$ cat config.mk
export PLATFORM = sky130hd
export DESIGN_NAME = http_header_field_extractor_unit
export DESIGN_NICKNAME = d
export VERILOG_FILES = /design/src/rtl/core/hhfe_pkg.sv /design/src/rtl/core/hhfe_text_mem.sv /design/src/rtl/core/hhfe_scan.sv /design/src/rtl/core/hhfe_drain.sv /design/src/rtl/core/http_header_field_extractor_unit.sv
export SDC_FILE = /design/constraint.sdc
export NUM_CORES = 2
export LEC_CHECK = 0
export ABC_AREA = 1
export CAP_MARGIN = 5
export CORE_MARGIN = 2
export CORE_UTILIZATION = 46
export DETAILED_ROUTE_END_ITERATION = 12
export DONT_BUFFER_PORTS = 1
export HOLD_SLACK_MARGIN = 0.03
export PLACE_DENSITY = 0.66
export SLEW_MARGIN = 20
export SYNTH_ARGS = -nofsm -noshare
export SYNTH_HDL_FRONTEND = slang
export SYNTH_SLANG_ARGS = --single-unit
$ cat constraint.sdc
create_clock -name clock -period 13.02 [get_ports clock]
set_input_delay 2.604 -clock clock [delete_from_list [all_inputs] [get_ports clock]]
set_output_delay 2.604 -clock clock [all_outputs]
set_load 0.005 [all_outputs]
$ cat src/rtl/core/hhfe_pkg.sv
`timescale 1ns / 1ps
// ----------------------------------------------------------------------------
// HTTP header field extractor package
// Shared constants, types and pattern matchers of the extractor.
// ----------------------------------------------------------------------------
package hhfe_pkg;

   localparam int TEXT_MAX_DEFAULT = 29;

   localparam int BANK_W    = 2;
   localparam int NUM_BANKS = 3;

   localparam int POS_W = 11;
   localparam logic [POS_W-1:0] POS_MAX = 11'd2047;

   localparam int ADDR_FIRST = 26;
   localparam int PORT_FIRST = 34;

   localparam logic [7:0] OFFSET_RESET = 8'd54;

   localparam logic [7:0] CHAR_LF    = 8'h0A;
   localparam logic [7:0] CHAR_COLON = 8'h3A;
   localparam logic [7:0] CHAR_SPACE = 8'h20;
   localparam logic [7:0] CHAR_NUL   = 8'h00;

   localparam logic [31:0] PAT_HTTP = "HTTP";
   localparam logic [39:0] PAT_HOST = "Host:";
   localparam logic [2:0]  PAT_HTTP_LEN = 3'd4;
   localparam logic [2:0]  PAT_HOST_LEN = 3'd5;

   typedef enum logic [1:0] {
      KIND_HEADER = 2'd0,
      KIND_HOST   = 2'd1,
      KIND_TOKEN  = 2'd2
   } kind_type;

   typedef struct packed {
      logic [31:0] packet_number;
      logic [31:0] source_address;
      logic [31:0] dest_address;
      logic [15:0] source_port;
      logic [15:0] dest_port;
   } meta_type;

   typedef struct packed {
      logic              start;
      meta_type          meta;
      logic [BANK_W-1:0] host_bank;
      logic [BANK_W-1:0] token_bank;
   } run_type;

   function automatic logic [2:0] match_http(input logic [2:0] prog, input logic [7:0] c);
      logic [2:0] p;
      logic [7:0] want;
      p = (prog >= PAT_HTTP_LEN) ? 3'd0 : prog;
      want = PAT_HTTP[(3 - int'(p)) * 8 +: 8];
      if (c == want) begin
         return p + 3'd1;
      end
      return (c == PAT_HTTP[31:24]) ? 3'd1 : 3'd0;
   endfunction

   function automatic logic [2:0] match_host(input logic [2:0] prog, input logic [7:0] c);
      logic [2:0] p;
      logic [7:0] want;
      p = (prog >= PAT_HOST_LEN) ? 3'd0 : prog;
      want = PAT_HOST[(4 - int'(p)) * 8 +: 8];
      if (c == want) begin
         return p + 3'd1;
      end
      return (c == PAT_HOST[39:32]) ? 3'd1 : 3'd0;
   endfunction

endpackage

$ cat src/rtl/core/hhfe_text_mem.sv
`timescale 1ns / 1ps
// ----------------------------------------------------------------------------
// Text memory
// Byte-wide memory with one write port and one registered read port.
// ----------------------------------------------------------------------------
module hhfe_text_mem import hhfe_pkg::*; #(
   parameter int DEPTH  = 96,
   parameter int ADDR_W = 7
) (
   input  logic              clock,
   input  logic              wr_en,
   input  logic [ADDR_W-1:0] wr_addr,
   input  logic [7:0]        wr_data,
   input  logic              rd_en,
   input  logic [ADDR_W-1:0] rd_addr,
   output logic [7:0]        rd_data
);

   logic [7:0] mem_ff [DEPTH];
   logic [7:0] rd_data_ff;

   always_ff @(posedge clock) begin
      if (wr_en) begin
         mem_ff[wr_addr] <= wr_data;
      end
   end

   always_ff @(posedge clock) begin
      if (rd_en) begin
         rd_data_ff <= mem_ff[rd_addr];
      end
   end

   assign rd_data = rd_data_ff;

endmodule

$ cat src/rtl/core/hhfe_scan.sv
`timescale 1ns / 1ps
// ----------------------------------------------------------------------------
// Frame scanner
// Tracks the byte position, latches addresses and ports, runs the line
// parser and writes candidate text into the banked text memories.
// ----------------------------------------------------------------------------
module hhfe_scan import hhfe_pkg::*; #(
   parameter int TEXT_MAX = TEXT_MAX_DEFAULT,
   parameter int LEN_W    = $clog2(TEXT_MAX + 1)
) (
   input  logic                    clock,
   input  logic                    reset,
   input  logic                    req_valid,
   output logic                    req_ready,
   input  logic [7:0]              req_frame_byte,
   input  logic                    req_end_of_frame,
   input  logic                    csr_write_enable,
   input  logic [7:0]              csr_write_data,
   input  logic                    drain_busy,
   output logic                    host_wr_en,
   output logic [BANK_W+LEN_W-1:0] host_wr_addr,
   output logic                    token_wr_en,
   output logic [BANK_W+LEN_W-1:0] token_wr_addr,
   output logic [7:0]              wr_data,
   output run_type                 run,
   output logic [LEN_W-1:0]        run_host_len,
   output logic [LEN_W-1:0]        run_token_len
);

   logic              accept;
   logic [7:0]        c;
   logic [2:0]        php_step;
   logic [2:0]        lhost_step;
   logic [2:0]        lhttp_step;

   logic [7:0]        offset_ff, offset_in;
   logic [POS_W-1:0]  pos_ff, pos_in;
   logic [31:0]       pkt_ff, pkt_in;
   logic [2:0]        php_ff, php_in;
   logic [2:0]        lhost_ff, lhost_in;
   logic [2:0]        lhttp_ff, lhttp_in;
   logic              colon_ff, colon_in;
   logic              sp1_ff, sp1_in;
   logic              sp2_ff, sp2_in;
   logic              lhas_host_ff, lhas_host_in;
   logic              lhas_http_ff, lhas_http_in;
   logic              prev_empty_ff, prev_empty_in;
   logic              stopped_ff, stopped_in;
   logic              ended_ff, ended_in;
   logic              seen_ff, seen_in;
   logic [63:0]       addr_ff, addr_in;
   logic [31:0]       port_ff, port_in;
   logic [LEN_W-1:0]  chost_ff, chost_in;
   logic [LEN_W-1:0]  ctok_ff, ctok_in;
   logic [LEN_W-1:0]  khost_ff, khost_in;
   logic [LEN_W-1:0]  ktok_ff, ktok_in;
   logic [BANK_W-1:0] hc_ff, hc_in;
   logic [BANK_W-1:0] hk_ff, hk_in;
   logic [BANK_W-1:0] hd_ff, hd_in;
   logic [BANK_W-1:0] tc_ff, tc_in;
   logic [BANK_W-1:0] tk_ff, tk_in;
   logic [BANK_W-1:0] td_ff, td_in;

   // A frame end may not hand over a new run while the last one is still read out.
   assign req_ready = !(drain_busy && req_end_of_frame);
   assign accept    = req_valid && req_ready;
   assign c         = req_frame_byte;
   assign wr_data   = req_frame_byte;

   assign php_step   = match_http(php_ff, c);
   assign lhost_step = match_host(lhost_ff, c);
   assign lhttp_step = match_http(lhttp_ff, c);

   always_comb begin
      offset_in     = csr_write_enable ? csr_write_data : offset_ff;
      pos_in        = pos_ff;
      pkt_in        = pkt_ff;
      php_in        = php_ff;
      lhost_in      = lhost_ff;
      lhttp_in      = lhttp_ff;
      colon_in      = colon_ff;
      sp1_in        = sp1_ff;
      sp2_in        = sp2_ff;
      lhas_host_in  = lhas_host_ff;
      lhas_http_in  = lhas_http_ff;
      prev_empty_in = prev_empty_ff;
      stopped_in    = stopped_ff;
      ended_in      = ended_ff;
      seen_in       = seen_ff;
      addr_in       = addr_ff;
      port_in       = port_ff;
      chost_in      = chost_ff;
      ctok_in       = ctok_ff;
      khost_in      = khost_ff;
      ktok_in       = ktok_ff;
      hc_in         = hc_ff;
      hk_in         = hk_ff;
      hd_in         = hd_ff;
      tc_in         = tc_ff;
      tk_in         = tk_ff;
      td_in         = td_ff;
      host_wr_en    = 1'b0;
      token_wr_en   = 1'b0;
      host_wr_addr  = {hc_ff, chost_ff};
      token_wr_addr = {tc_ff, ctok_ff};
      run           = '0;
      run_host_len  = '0;
      run_token_len = '0;

      if (accept) begin
         for (int k = 0; k < 8; k++) begin
            if (pos_ff == POS_W'(ADDR_FIRST + k)) begin
               addr_in[(7 - k) * 8 +: 8] = c;
            end
         end
         for (int k = 0; k < 4; k++) begin
            if (pos_ff == POS_W'(PORT_FIRST + k)) begin
               port_in[(3 - k) * 8 +: 8] = c;
            end
         end

         if ((pos_ff >= {3'b000, offset_ff}) && !ended_ff) begin
            if (c == CHAR_NUL) begin
               ended_in = 1'b1;
            end else begin
               if (php_step == PAT_HTTP_LEN) begin
                  seen_in = 1'b1;
                  php_in  = 3'd0;
               end else begin
                  php_in = php_step;
               end
               if (!stopped_ff) begin
                  if (c == CHAR_LF) begin
                     // The finished candidate bank becomes the kept one.
                     if (lhas_host_ff) begin
                        hk_in    = hc_ff;
                        hc_in    = hk_ff;
                        khost_in = chost_ff;
                     end else if (lhas_http_ff) begin
                        tk_in   = tc_ff;
                        tc_in   = tk_ff;
                        ktok_in = ctok_ff;
                     end
                     colon_in     = 1'b0;
                     sp1_in       = 1'b0;
                     sp2_in       = 1'b0;
                     lhas_host_in = 1'b0;
                     lhas_http_in = 1'b0;
                     lhost_in     = 3'd0;
                     lhttp_in     = 3'd0;
                     chost_in     = '0;
                     ctok_in      = '0;
                     if (prev_empty_ff) begin
                        stopped_in = 1'b1;
                     end
                     prev_empty_in = 1'b1;
                  end else begin
                     prev_empty_in = 1'b0;
                     if (lhost_step == PAT_HOST_LEN) begin
                        lhas_host_in = 1'b1;
                        lhost_in     = 3'd0;
                     end else begin
                        lhost_in = lhost_step;
                     end
                     if (lhttp_step == PAT_HTTP_LEN) begin
                        lhas_http_in = 1'b1;
                        lhttp_in     = 3'd0;
                     end else begin
                        lhttp_in = lhttp_step;
                     end
                     if (colon_ff) begin
                        if (chost_ff < LEN_W'(TEXT_MAX)) begin
                           host_wr_en = 1'b1;
                           chost_in   = chost_ff + LEN_W'(1);
                        end
                     end else if (c == CHAR_COLON) begin
                        colon_in = 1'b1;
                     end
                     if (!sp1_ff) begin
                        if (c == CHAR_SPACE) begin
                           sp1_in = 1'b1;
                        end
                     end else if (!sp2_ff) begin
                        if (c == CHAR_SPACE) begin
                           sp2_in = 1'b1;
                        end else if (ctok_ff < LEN_W'(TEXT_MAX)) begin
                           token_wr_en = 1'b1;
                           ctok_in     = ctok_ff + LEN_W'(1);
                        end
                     end
                  end
               end
            end
         end

         pos_in = (pos_ff != POS_MAX) ? pos_ff + POS_W'(1) : pos_ff;

         if (req_end_of_frame) begin
            if (seen_in) begin
               pkt_in                   = pkt_ff + 32'd1;
               run.start                = 1'b1;
               run.meta.packet_number   = pkt_ff + 32'd1;
               run.meta.source_address  = addr_in[63:32];
               run.meta.dest_address    = addr_in[31:0];
               run.meta.source_port     = port_in[31:16];
               run.meta.dest_port       = port_in[15:0];
               run.host_bank            = hk_in;
               run.token_bank           = tk_in;
               run_host_len             = khost_in;
               run_token_len            = ktok_in;
               // The kept banks go to the drain side; its free banks come back.
               hk_in = hd_ff;
               hd_in = run.host_bank;
               tk_in = td_ff;
               td_in = run.token_bank;
            end
            pos_in        = '0;
            php_in        = 3'd0;
            lhost_in      = 3'd0;
            lhttp_in      = 3'd0;
            colon_in      = 1'b0;
            sp1_in        = 1'b0;
            sp2_in        = 1'b0;
            lhas_host_in  = 1'b0;
            lhas_http_in  = 1'b0;
            prev_empty_in = 1'b0;
            stopped_in    = 1'b0;
            ended_in      = 1'b0;
            seen_in       = 1'b0;
            addr_in       = '0;
            port_in       = '0;
            chost_in      = '0;
            ctok_in       = '0;
            khost_in      = '0;
            ktok_in       = '0;
         end
      end
   end

   always_ff @(posedge clock) begin
      if (reset) begin
         offset_ff     <= OFFSET_RESET;
         pos_ff        <= '0;
         pkt_ff        <= '0;
         php_ff        <= '0;
         lhost_ff      <= '0;
         lhttp_ff      <= '0;
         colon_ff      <= 1'b0;
         sp1_ff        <= 1'b0;
         sp2_ff        <= 1'b0;
         lhas_host_ff  <= 1'b0;
         lhas_http_ff  <= 1'b0;
         prev_empty_ff <= 1'b0;
         stopped_ff    <= 1'b0;
         ended_ff      <= 1'b0;
         seen_ff       <= 1'b0;
         addr_ff       <= '0;
         port_ff       <= '0;
         chost_ff      <= '0;
         ctok_ff       <= '0;
         khost_ff      <= '0;
         ktok_ff       <= '0;
         hc_ff         <= BANK_W'(0);
         hk_ff         <= BANK_W'(1);
         hd_ff         <= BANK_W'(2);
         tc_ff         <= BANK_W'(0);
         tk_ff         <= BANK_W'(1);
         td_ff         <= BANK_W'(2);
      end else begin
         offset_ff     <= offset_in;
         pos_ff        <= pos_in;
         pkt_ff        <= pkt_in;
         php_ff        <= php_in;
         lhost_ff      <= lhost_in;
         lhttp_ff      <= lhttp_in;
         colon_ff      <= colon_in;
         sp1_ff        <= sp1_in;
         sp2_ff        <= sp2_in;
         lhas_host_ff  <= lhas_host_in;
         lhas_http_ff  <= lhas_http_in;
         prev_empty_ff <= prev_empty_in;
         stopped_ff    <= stopped_in;
         ended_ff      <= ended_in;
         seen_ff       <= seen_in;
         addr_ff       <= addr_in;
         port_ff       <= port_in;
         chost_ff      <= chost_in;
         ctok_ff       <= ctok_in;
         khost_ff      <= khost_in;
         ktok_ff       <= ktok_in;
         hc_ff         <= hc_in;
         hk_ff         <= hk_in;
         hd_ff         <= hd_in;
         tc_ff         <= tc_in;
         tk_ff         <= tk_in;
         td_ff         <= td_in;
      end
   end

endmodule

$ cat src/rtl/core/hhfe_drain.sv
`timescale 1ns / 1ps
// ----------------------------------------------------------------------------
// Result drain
// Walks one run (header, host bytes, token bytes), reads the text banks and
// presents the result words through a registered output stage.
// ----------------------------------------------------------------------------
module hhfe_drain import hhfe_pkg::*; #(
   parameter int TEXT_MAX = TEXT_MAX_DEFAULT,
   parameter int LEN_W    = $clog2(TEXT_MAX + 1)
) (
   input  logic                    clock,
   input  logic                    reset,
   input  run_type                 run,
   input  logic [LEN_W-1:0]        run_host_len,
   input  logic [LEN_W-1:0]        run_token_len,
   output logic                    busy,
   output logic                    rd_en,
   output logic [BANK_W+LEN_W-1:0] host_rd_addr,
   output logic [BANK_W+LEN_W-1:0] token_rd_addr,
   input  logic [7:0]              host_rd_data,
   input  logic [7:0]              token_rd_data,
   output logic                    rsp_valid,
   input  logic                    rsp_ready,
   output logic [1:0]              rsp_item_kind,
   output logic [7:0]              rsp_text_byte,
   output logic [31:0]             rsp_packet_number,
   output logic [31:0]             rsp_source_address,
   output logic [31:0]             rsp_dest_address,
   output logic [15:0]             rsp_source_port,
   output logic [15:0]             rsp_dest_port,
   output logic                    rsp_last_of_run
);

   typedef enum logic [3:0] {
      DR_IDLE  = 4'b0001,
      DR_HEAD  = 4'b0010,
      DR_HOST  = 4'b0100,
      DR_TOKEN = 4'b1000
   } drain_state_type;

   drain_state_type   state_ff, state_in;
   logic [LEN_W-1:0]  idx_ff, idx_in;
   logic [LEN_W-1:0]  hlen_ff, hlen_in;
   logic [LEN_W-1:0]  tlen_ff, tlen_in;
   logic [BANK_W-1:0] hbank_ff, hbank_in;
   logic [BANK_W-1:0] tbank_ff, tbank_in;
   meta_type          meta_ff, meta_in;

   logic              advance;
   logic              issue;
   kind_type          iss_kind;
   logic              iss_last;
   logic              host_end;
   logic              token_end;

   logic              s1_valid_ff;
   kind_type          s1_kind_ff;
   logic              s1_last_ff;
   meta_type          s1_meta_ff;

   logic              rsp_valid_ff;
   kind_type          rsp_kind_ff;
   logic [7:0]        rsp_text_ff;
   logic              rsp_last_ff;
   meta_type          rsp_meta_ff;

   assign advance       = !rsp_valid_ff || rsp_ready;
   assign busy          = (state_ff != DR_IDLE);
   assign rd_en         = advance;
   assign host_rd_addr  = {hbank_ff, idx_ff};
   assign token_rd_addr = {tbank_ff, idx_ff};
   assign host_end      = (idx_ff == hlen_ff - LEN_W'(1));
   assign token_end     = (idx_ff == tlen_ff - LEN_W'(1));

   always_comb begin
      state_in = state_ff;
      idx_in   = idx_ff;
      hlen_in  = hlen_ff;
      tlen_in  = tlen_ff;
      hbank_in = hbank_ff;
      tbank_in = tbank_ff;
      meta_in  = meta_ff;
      issue    = 1'b0;
      iss_kind = KIND_HEADER;
      iss_last = 1'b0;
      case (state_ff)
         DR_IDLE: begin
            if (run.start) begin
               state_in = DR_HEAD;
               idx_in   = '0;
               hlen_in  = run_host_len;
               tlen_in  = run_token_len;
               hbank_in = run.host_bank;
               tbank_in = run.token_bank;
               meta_in  = run.meta;
            end
         end
         DR_HEAD: begin
            if (advance) begin
               issue    = 1'b1;
               iss_kind = KIND_HEADER;
               iss_last = (hlen_ff == '0) && (tlen_ff == '0);
               idx_in   = '0;
               if (hlen_ff != '0) begin
                  state_in = DR_HOST;
               end else if (tlen_ff != '0) begin
                  state_in = DR_TOKEN;
               end else begin
                  state_in = DR_IDLE;
               end
            end
         end
         DR_HOST: begin
            if (advance) begin
               issue    = 1'b1;
               iss_kind = KIND_HOST;
               iss_last = host_end && (tlen_ff == '0);
               if (host_end) begin
                  idx_in   = '0;
                  state_in = (tlen_ff != '0) ? DR_TOKEN : DR_IDLE;
               end else begin
                  idx_in = idx_ff + LEN_W'(1);
               end
            end
         end
         DR_TOKEN: begin
            if (advance) begin
               issue    = 1'b1;
               iss_kind = KIND_TOKEN;
               iss_last = token_end;
               if (token_end) begin
                  idx_in   = '0;
                  state_in = DR_IDLE;
               end else begin
                  idx_in = idx_ff + LEN_W'(1);
               end
            end
         end
         default: begin
            state_in = DR_IDLE;
         end
      endcase
   end

   always_ff @(posedge clock) begin
      if (reset) begin
         state_ff     <= DR_IDLE;
         s1_valid_ff  <= 1'b0;
         rsp_valid_ff <= 1'b0;
      end else begin
         state_ff <= state_in;
         if (advance) begin
            s1_valid_ff  <= issue;
            rsp_valid_ff <= s1_valid_ff;
         end
      end
   end

   always_ff @(posedge clock) begin
      idx_ff   <= idx_in;
      hlen_ff  <= hlen_in;
      tlen_ff  <= tlen_in;
      hbank_ff <= hbank_in;
      tbank_ff <= tbank_in;
      meta_ff  <= meta_in;
      if (advance) begin
         s1_kind_ff  <= iss_kind;
         s1_last_ff  <= iss_last;
         s1_meta_ff  <= meta_ff;
         rsp_kind_ff <= s1_kind_ff;
         rsp_last_ff <= s1_last_ff;
         rsp_meta_ff <= s1_meta_ff;
         case (s1_kind_ff)
            KIND_HOST:  rsp_text_ff <= host_rd_data;
            KIND_TOKEN: rsp_text_ff <= token_rd_data;
            default:    rsp_text_ff <= 8'd0;
         endcase
      end
   end

   assign rsp_valid          = rsp_valid_ff;
   assign rsp_item_kind      = rsp_kind_ff;
   assign rsp_text_byte      = rsp_text_ff;
   assign rsp_packet_number  = rsp_meta_ff.packet_number;
   assign rsp_source_address = rsp_meta_ff.source_address;
   assign rsp_dest_address   = rsp_meta_ff.dest_address;
   assign rsp_source_port    = rsp_meta_ff.source_port;
   assign rsp_dest_port      = rsp_meta_ff.dest_port;
   assign rsp_last_of_run    = rsp_last_ff;

endmodule

$ cat src/rtl/core/http_header_field_extractor_unit.sv
`timescale 1ns / 1ps
// ----------------------------------------------------------------------------
// HTTP header field extractor
// Scans Ethernet frame bytes, extracts the Host text and the request token
// of HTTP payloads, and emits a header word plus the text bytes per packet.
//
//   Channel   Ports                 Moves
//   req       req_valid/req_ready   one frame byte word per handshake
//   rsp       rsp_valid/rsp_ready   one result word per handshake
//   csr       csr_write_enable      payload offset byte
//
// One frame byte is taken every cycle unless a frame end is held off; each
// qualifying frame end starts a run of 1 + host + token result words read
// from the text memories, issued one per cycle unless the output stalls.
// A frame end is held off while the previous run still has reads to issue.
// Synchronous reset; the text memories need no clearing pass.
// ----------------------------------------------------------------------------
module http_header_field_extractor_unit import hhfe_pkg::*; #(
   parameter int TEXT_MAX = TEXT_MAX_DEFAULT
) (
   input  logic        clock,
   input  logic        reset,
   input  logic        req_valid,
   output logic        req_ready,
   input  logic [7:0]  req_frame_byte,
   input  logic        req_end_of_frame,
   output logic        rsp_valid,
   input  logic        rsp_ready,
   output logic [1:0]  rsp_item_kind,
   output logic [7:0]  rsp_text_byte,
   output logic [31:0] rsp_packet_number,
   output logic [31:0] rsp_source_address,
   output logic [31:0] rsp_dest_address,
   output logic [15:0] rsp_source_port,
   output logic [15:0] rsp_dest_port,
   output logic        rsp_last_of_run,
   input  logic        csr_write_enable,
   input  logic [7:0]  csr_write_data
);

   localparam int LEN_W  = $clog2(TEXT_MAX + 1);
   localparam int ADDR_W = BANK_W + LEN_W;
   localparam int DEPTH  = NUM_BANKS << LEN_W;

   logic              drain_busy;
   logic              host_wr_en;
   logic              token_wr_en;
   logic [ADDR_W-1:0] host_wr_addr;
   logic [ADDR_W-1:0] token_wr_addr;
   logic [7:0]        wr_data;
   run_type           run;
   logic [LEN_W-1:0]  run_host_len;
   logic [LEN_W-1:0]  run_token_len;
   logic              rd_en;
   logic [ADDR_W-1:0] host_rd_addr;
   logic [ADDR_W-1:0] token_rd_addr;
   logic [7:0]        host_rd_data;
   logic [7:0]        token_rd_data;

   hhfe_scan #(
      .TEXT_MAX (TEXT_MAX),
      .LEN_W    (LEN_W)
   ) u_scan (
      .clock            (clock),
      .reset            (reset),
      .req_valid        (req_valid),
      .req_ready        (req_ready),
      .req_frame_byte   (req_frame_byte),
      .req_end_of_frame (req_end_of_frame),
      .csr_write_enable (csr_write_enable),
      .csr_write_data   (csr_write_data),
      .drain_busy       (drain_busy),
      .host_wr_en       (host_wr_en),
      .host_wr_addr     (host_wr_addr),
      .token_wr_en      (token_wr_en),
      .token_wr_addr    (token_wr_addr),
      .wr_data          (wr_data),
      .run              (run),
      .run_host_len     (run_host_len),
      .run_token_len    (run_token_len)
   );

   hhfe_text_mem #(
      .DEPTH  (DEPTH),
      .ADDR_W (ADDR_W)
   ) u_host_mem (
      .clock   (clock),
      .wr_en   (host_wr_en),
      .wr_addr (host_wr_addr),
      .wr_data (wr_data),
      .rd_en   (rd_en),
      .rd_addr (host_rd_addr),
      .rd_data (host_rd_data)
   );

   hhfe_text_mem #(
      .DEPTH  (DEPTH),
      .ADDR_W (ADDR_W)
   ) u_token_mem (
      .clock   (clock),
      .wr_en   (token_wr_en),
      .wr_addr (token_wr_addr),
      .wr_data (wr_data),
      .rd_en   (rd_en),
      .rd_addr (token_rd_addr),
      .rd_data (token_rd_data)
   );

   hhfe_drain #(
      .TEXT_MAX (TEXT_MAX),
      .LEN_W    (LEN_W)
   ) u_drain (
      .clock              (clock),
      .reset              (reset),
      .run                (run),
      .run_host_len       (run_host_len),
      .run_token_len      (run_token_len),
      .busy               (drain_busy),
      .rd_en              (rd_en),
      .host_rd_addr       (host_rd_addr),
      .token_rd_addr      (token_rd_addr),
      .host_rd_data       (host_rd_data),
      .token_rd_data      (token_rd_data),
      .rsp_valid          (rsp_valid),
      .rsp_ready          (rsp_ready),
      .rsp_item_kind      (rsp_item_kind),
      .rsp_text_byte      (rsp_text_byte),
      .rsp_packet_number  (rsp_packet_number),
      .rsp_source_address (rsp_source_address),
      .rsp_dest_address   (rsp_dest_address),
      .rsp_source_port    (rsp_source_port),
      .rsp_dest_port      (rsp_dest_port),
      .rsp_last_of_run    (rsp_last_of_run)
   );

endmodule

==> impl_metrics.csv <==
group,metric,value,unit
setup_path,crit_path_start_kind,"input pin",
clocking,clock_path_buffers,3,
grt,grt_usage,21.90,%
clocking,holdBufCountCts,0,
power,switching_share,31.07,%
drt,wl,213300,µm
timing,clock_skew,0.05132,ns
yosys,synth-simple-area-share,10.24,%
drt,ant_nets,0,
setup_path,worstPathArrival,6.71,ns
setup_path,r2r_start,"u_drain.idx_ff[0]$_DFFE_PP_",
grt,antenna_found_initial,5,
yosys,yosys_warnings,0,
timing,finalHoldViolCount,0,
grt,grt_max_degree,226,
setup_path,crit_fanout,198,
timing,period_needed,6.243,ns
yosys,synthTopCellsByCount,"1,969 x edfxtp_1, 1,263 x nor2_1, 990 x o21ai_0, 535 x nand2_1, 334 x clkbuf_1",
hold_path,worstHoldPathType,"reg -> reg",
hold_path,holdPathEnd,"u_drain.s1_meta_ff[62]$_DFFE_PP_",
setup_path,cp.required,13.49,ns
clocking,post_cts_buffers,0,
yosys,async_flop_share,0,%
power,power_leakage,0.03061,µW
power,clock_power_share,34.3,%
die,core,185000,µm²
cells_and_area,nets,6880,
yosys,syn-instance-count,6864,
yosys,ys_seq_area_share,73.85,%
clocking,worstSkewPairLatency,0.85,ns
status,status,"complete, no violations",
die,die_w,435.3,µm
cells_and_area,syn_to_final_growth,10.72,%
grt,grt_pass1_wl,320700,µm
yosys,post-synth-top-count-cell,"edfxtp_1",
yosys,synth_top_family_by_area,"compound AO/OA/AOI/OAI gates",
timing,rsz0062_at_grt,"false",
place,place.gp.congestion,0.8655,
timing,setup_viol,0,
setup_path,r2r_cells,10,
yosys,synth.cell_area,85570,µm²
hold_path,holdCritStartpoint,"u_drain.meta_ff[62]$_SDFFCE_PN0P_",
setup_path,path_class,"in -> reg",
yosys,synthXorXnorAreaFrac,0.4708,%
yosys,synthMuxAreaShare,0,%
drt,viasPerCell,5.773,
place,portBuffers,0,
power,power_frac_seq,44.2,%
drt,drc,0,
power,power_frac_comb,21.5,%
drt,first_pass_iters,6,
setup_path,r2r_setup_slack,7.86,ns
die,die_h,435.3,µm
clocking,cts_tree,"built",
yosys,synth_compound_area_share,11.64,%
timing,layout_worst_path_cycle_share,47.95,%
cells_and_area,utilization,51.20,%
cells_and_area,n_fill_cell,15700,
timing,hold_slack,0.4155,ns
timing,max_clock_freq,0.1602,GHz
grt,grt_pass1_vias,52430,
drt,wl_per_cell,22.49,µm
die,die-area,189500,µm²
hold_path,hold_depth,0,
yosys,yosysTopAreaCell,"edfxtp_1",
clocking,clk_pin_slew,0.06,ns
drt,vias,54740,
power,power_switching,5466,µW
clocking,htree_num_levels,4,
yosys,synth_cell_types,53,
yosys,yosys.area_share.adder,0.4241,%
place,dp_hpwl,116600,µm
power,ir_drop,0.1507,mV
cells_and_area,final_cells,9482,
yosys,ys_ff_latch,2172,
die,rows,158,
clocking,cts_sinks,2172,
cells_and_area,drive_gt1_share,6.013,%
place,dp_cells,9099,
power,power_density,185.7,nW/µm²
drt,drt_iter0_markers,7117,
timing,setup-tns-final,0,ns
power,internal-power,12130,µW
clocking,cts_buffers,208,
yosys,synth-edff-count,1969,
clocking,cts-resized-gates,0,
timing,worst_slew_pin_slew,1.160,ns
yosys,ys.flop_type,"edfxtp_1",
flow_run,drv_cap,0,
yosys,synthTopCellsByArea,"edfxtp_1 69%, o21ai_0 5.8%, nor2_1 5.5%",
setup_path,reg2reg_to,"u_token_mem.rd_data[1]$_DFFE_PP_",
yosys,synth_top_area_share,69.10,%
timing,relSlewSlack,22.69,%
setup_path,cp-end-kind,"flip-flop",
timing,maxSlewViolCount,0,
die,io_pins,163,
yosys,avgSynthCellArea,12.47,µm²
grt,grt_remaining_overflow,0,
die,start_util,46.24,%
power,power,17590,µW
clocking,clockRootBuffer,"clkbuf_16",
## worst max-delay path, cell delays in order
cell and delay, ns:
nor2_1 0.36, nand2_1 0.07, nor2_1 0.18, nand2_1 0.09, nor2_2 0.15, nand3_1 0.12
nor2_1 0.11, nand3_1 0.09, nand2_1 0.17, nand3_4 0.46, inv_6 0.93, buf_4 0.83
## per-stage QoR
step / setup WS, ns / area (µm²)
CTS: 7.172 / 94730
floorplan: 4.047 / 86100
finish: 6.777 / 94740
global placement: 6.251 / 87920
global route: 6.721 / 94740
detailed placement: 6.257 / 87920
## metal layers
layer / part of all wire, % / up-vias / track usage (%) / wire length, µm
li1: - / 24770 / - / -
met1: 41 / 26770 / 30.31 / 87630
met2: 46 / 2762 / 34.23 / 98200
met3: 9.6 / 429 / 4.881 / 20440
met4: 3.3 / 4 / 7.656 / 6963
met5: 0.014 / - / 0 / 30
## final cells by class
type,count,area (µm²),share of cell area (%)
Sequential cell,2172,63190,66.70
Clock buffer,259,5519,5.825
Tap cell,2480,3103,3.275
Clock inverter,123,1296,1.368
Antenna cell,1,2.502,0.002641
Timing Repair Buffer,48,410.4,0.4332
Inverter,303,1172,1.237
Multi-Input combinational cell,4096,20050,21.16
## registers in the layout, indices dropped and copies added, names as in the netlist, 11 cells and up
name	count
u_drain.rsp_source_port	16
u_drain.rsp_dest_address	32
u_drain.meta_ff	128
u_scan.port_ff	32
u_drain.rsp_dest_port	16
u_host_mem.mem_ff	768
u_scan.addr_ff	64
u_drain.rsp_source_address	32
u_scan.pkt_ff	32
u_token_mem.mem_ff	768
u_drain.s1_meta_ff	128
u_scan.pos_ff	11
u_drain.rsp_packet_number	32
## worst max path at each step
stage                 startpoint                           endpoint  slack [ns]  cells past startpoint
2_1_floorplan          rsp_ready   u_drain.s1_valid_ff$_SDFFE_PP0P_        4.05                      4
3_3_place_gp   req_frame_byte[5]  u_drain.meta_ff[10]$_SDFFCE_PN0P_        6.25                     12
3_5_place_dp   req_frame_byte[5]  u_drain.meta_ff[10]$_SDFFCE_PN0P_        6.26                     12
4_1_cts        req_frame_byte[5]   u_drain.meta_ff[6]$_SDFFCE_PN0P_        7.17                     12
5_1_grt        req_frame_byte[5]  u_drain.meta_ff[10]$_SDFFCE_PN0P_        6.72                     12
6_report       req_frame_byte[0]  u_drain.meta_ff[10]$_SDFFCE_PN0P_        6.78                     12
## cells in the final DEF (no fill, tap or decap), types with 24 or more instances in the layout
master	Yosys	final
a21oi_1	206	206
a31oi_1	24	24
buf_4	3	44
clkbuf_1	334	41
clkbuf_16	0	210
clkinv_1	2	37
clkinv_2	0	35
conb_1	1	144
dfxtp_1	203	203
edfxtp_1	1969	1969
ha_1	29	29
inv_1	293	289
nand2_1	535	535
nand3_1	252	251
nor2_1	1263	1262
nor3_1	31	31
o211ai_1	56	56
o21ai_0	990	990
o221ai_1	252	252
o22ai_1	157	157
xor2_1	39	39
## power by group through the flow
| stage | Combinational, µW | Sequential (µW) | Clock, µW |
|---|---|---|---|
| floorplan | 2560 | 7900 | 0 |
| global placement | 3640 | 7920 | 0 |
| detailed placement | 3700 | 7920 | 0 |
| CTS | 3710 | 7780 | 6110 |
| global route | 4100 | 7780 | 6380 |
| finish | 3780 | 7780 | 6030 |
## cell families (layout without fill, tap and decap cells)
logic type,after synthesis,in the layout
buffers and inverters,739,733
AND/OR/NAND/NOR,2166,2166
adder cells (fa/ha/maj),29,29
flip-flops,2172,2172
other,1,145
AO/OA/AOI/OAI,1711,1711
XOR/XNOR,46,46
(Power assumes the default switching activity.)
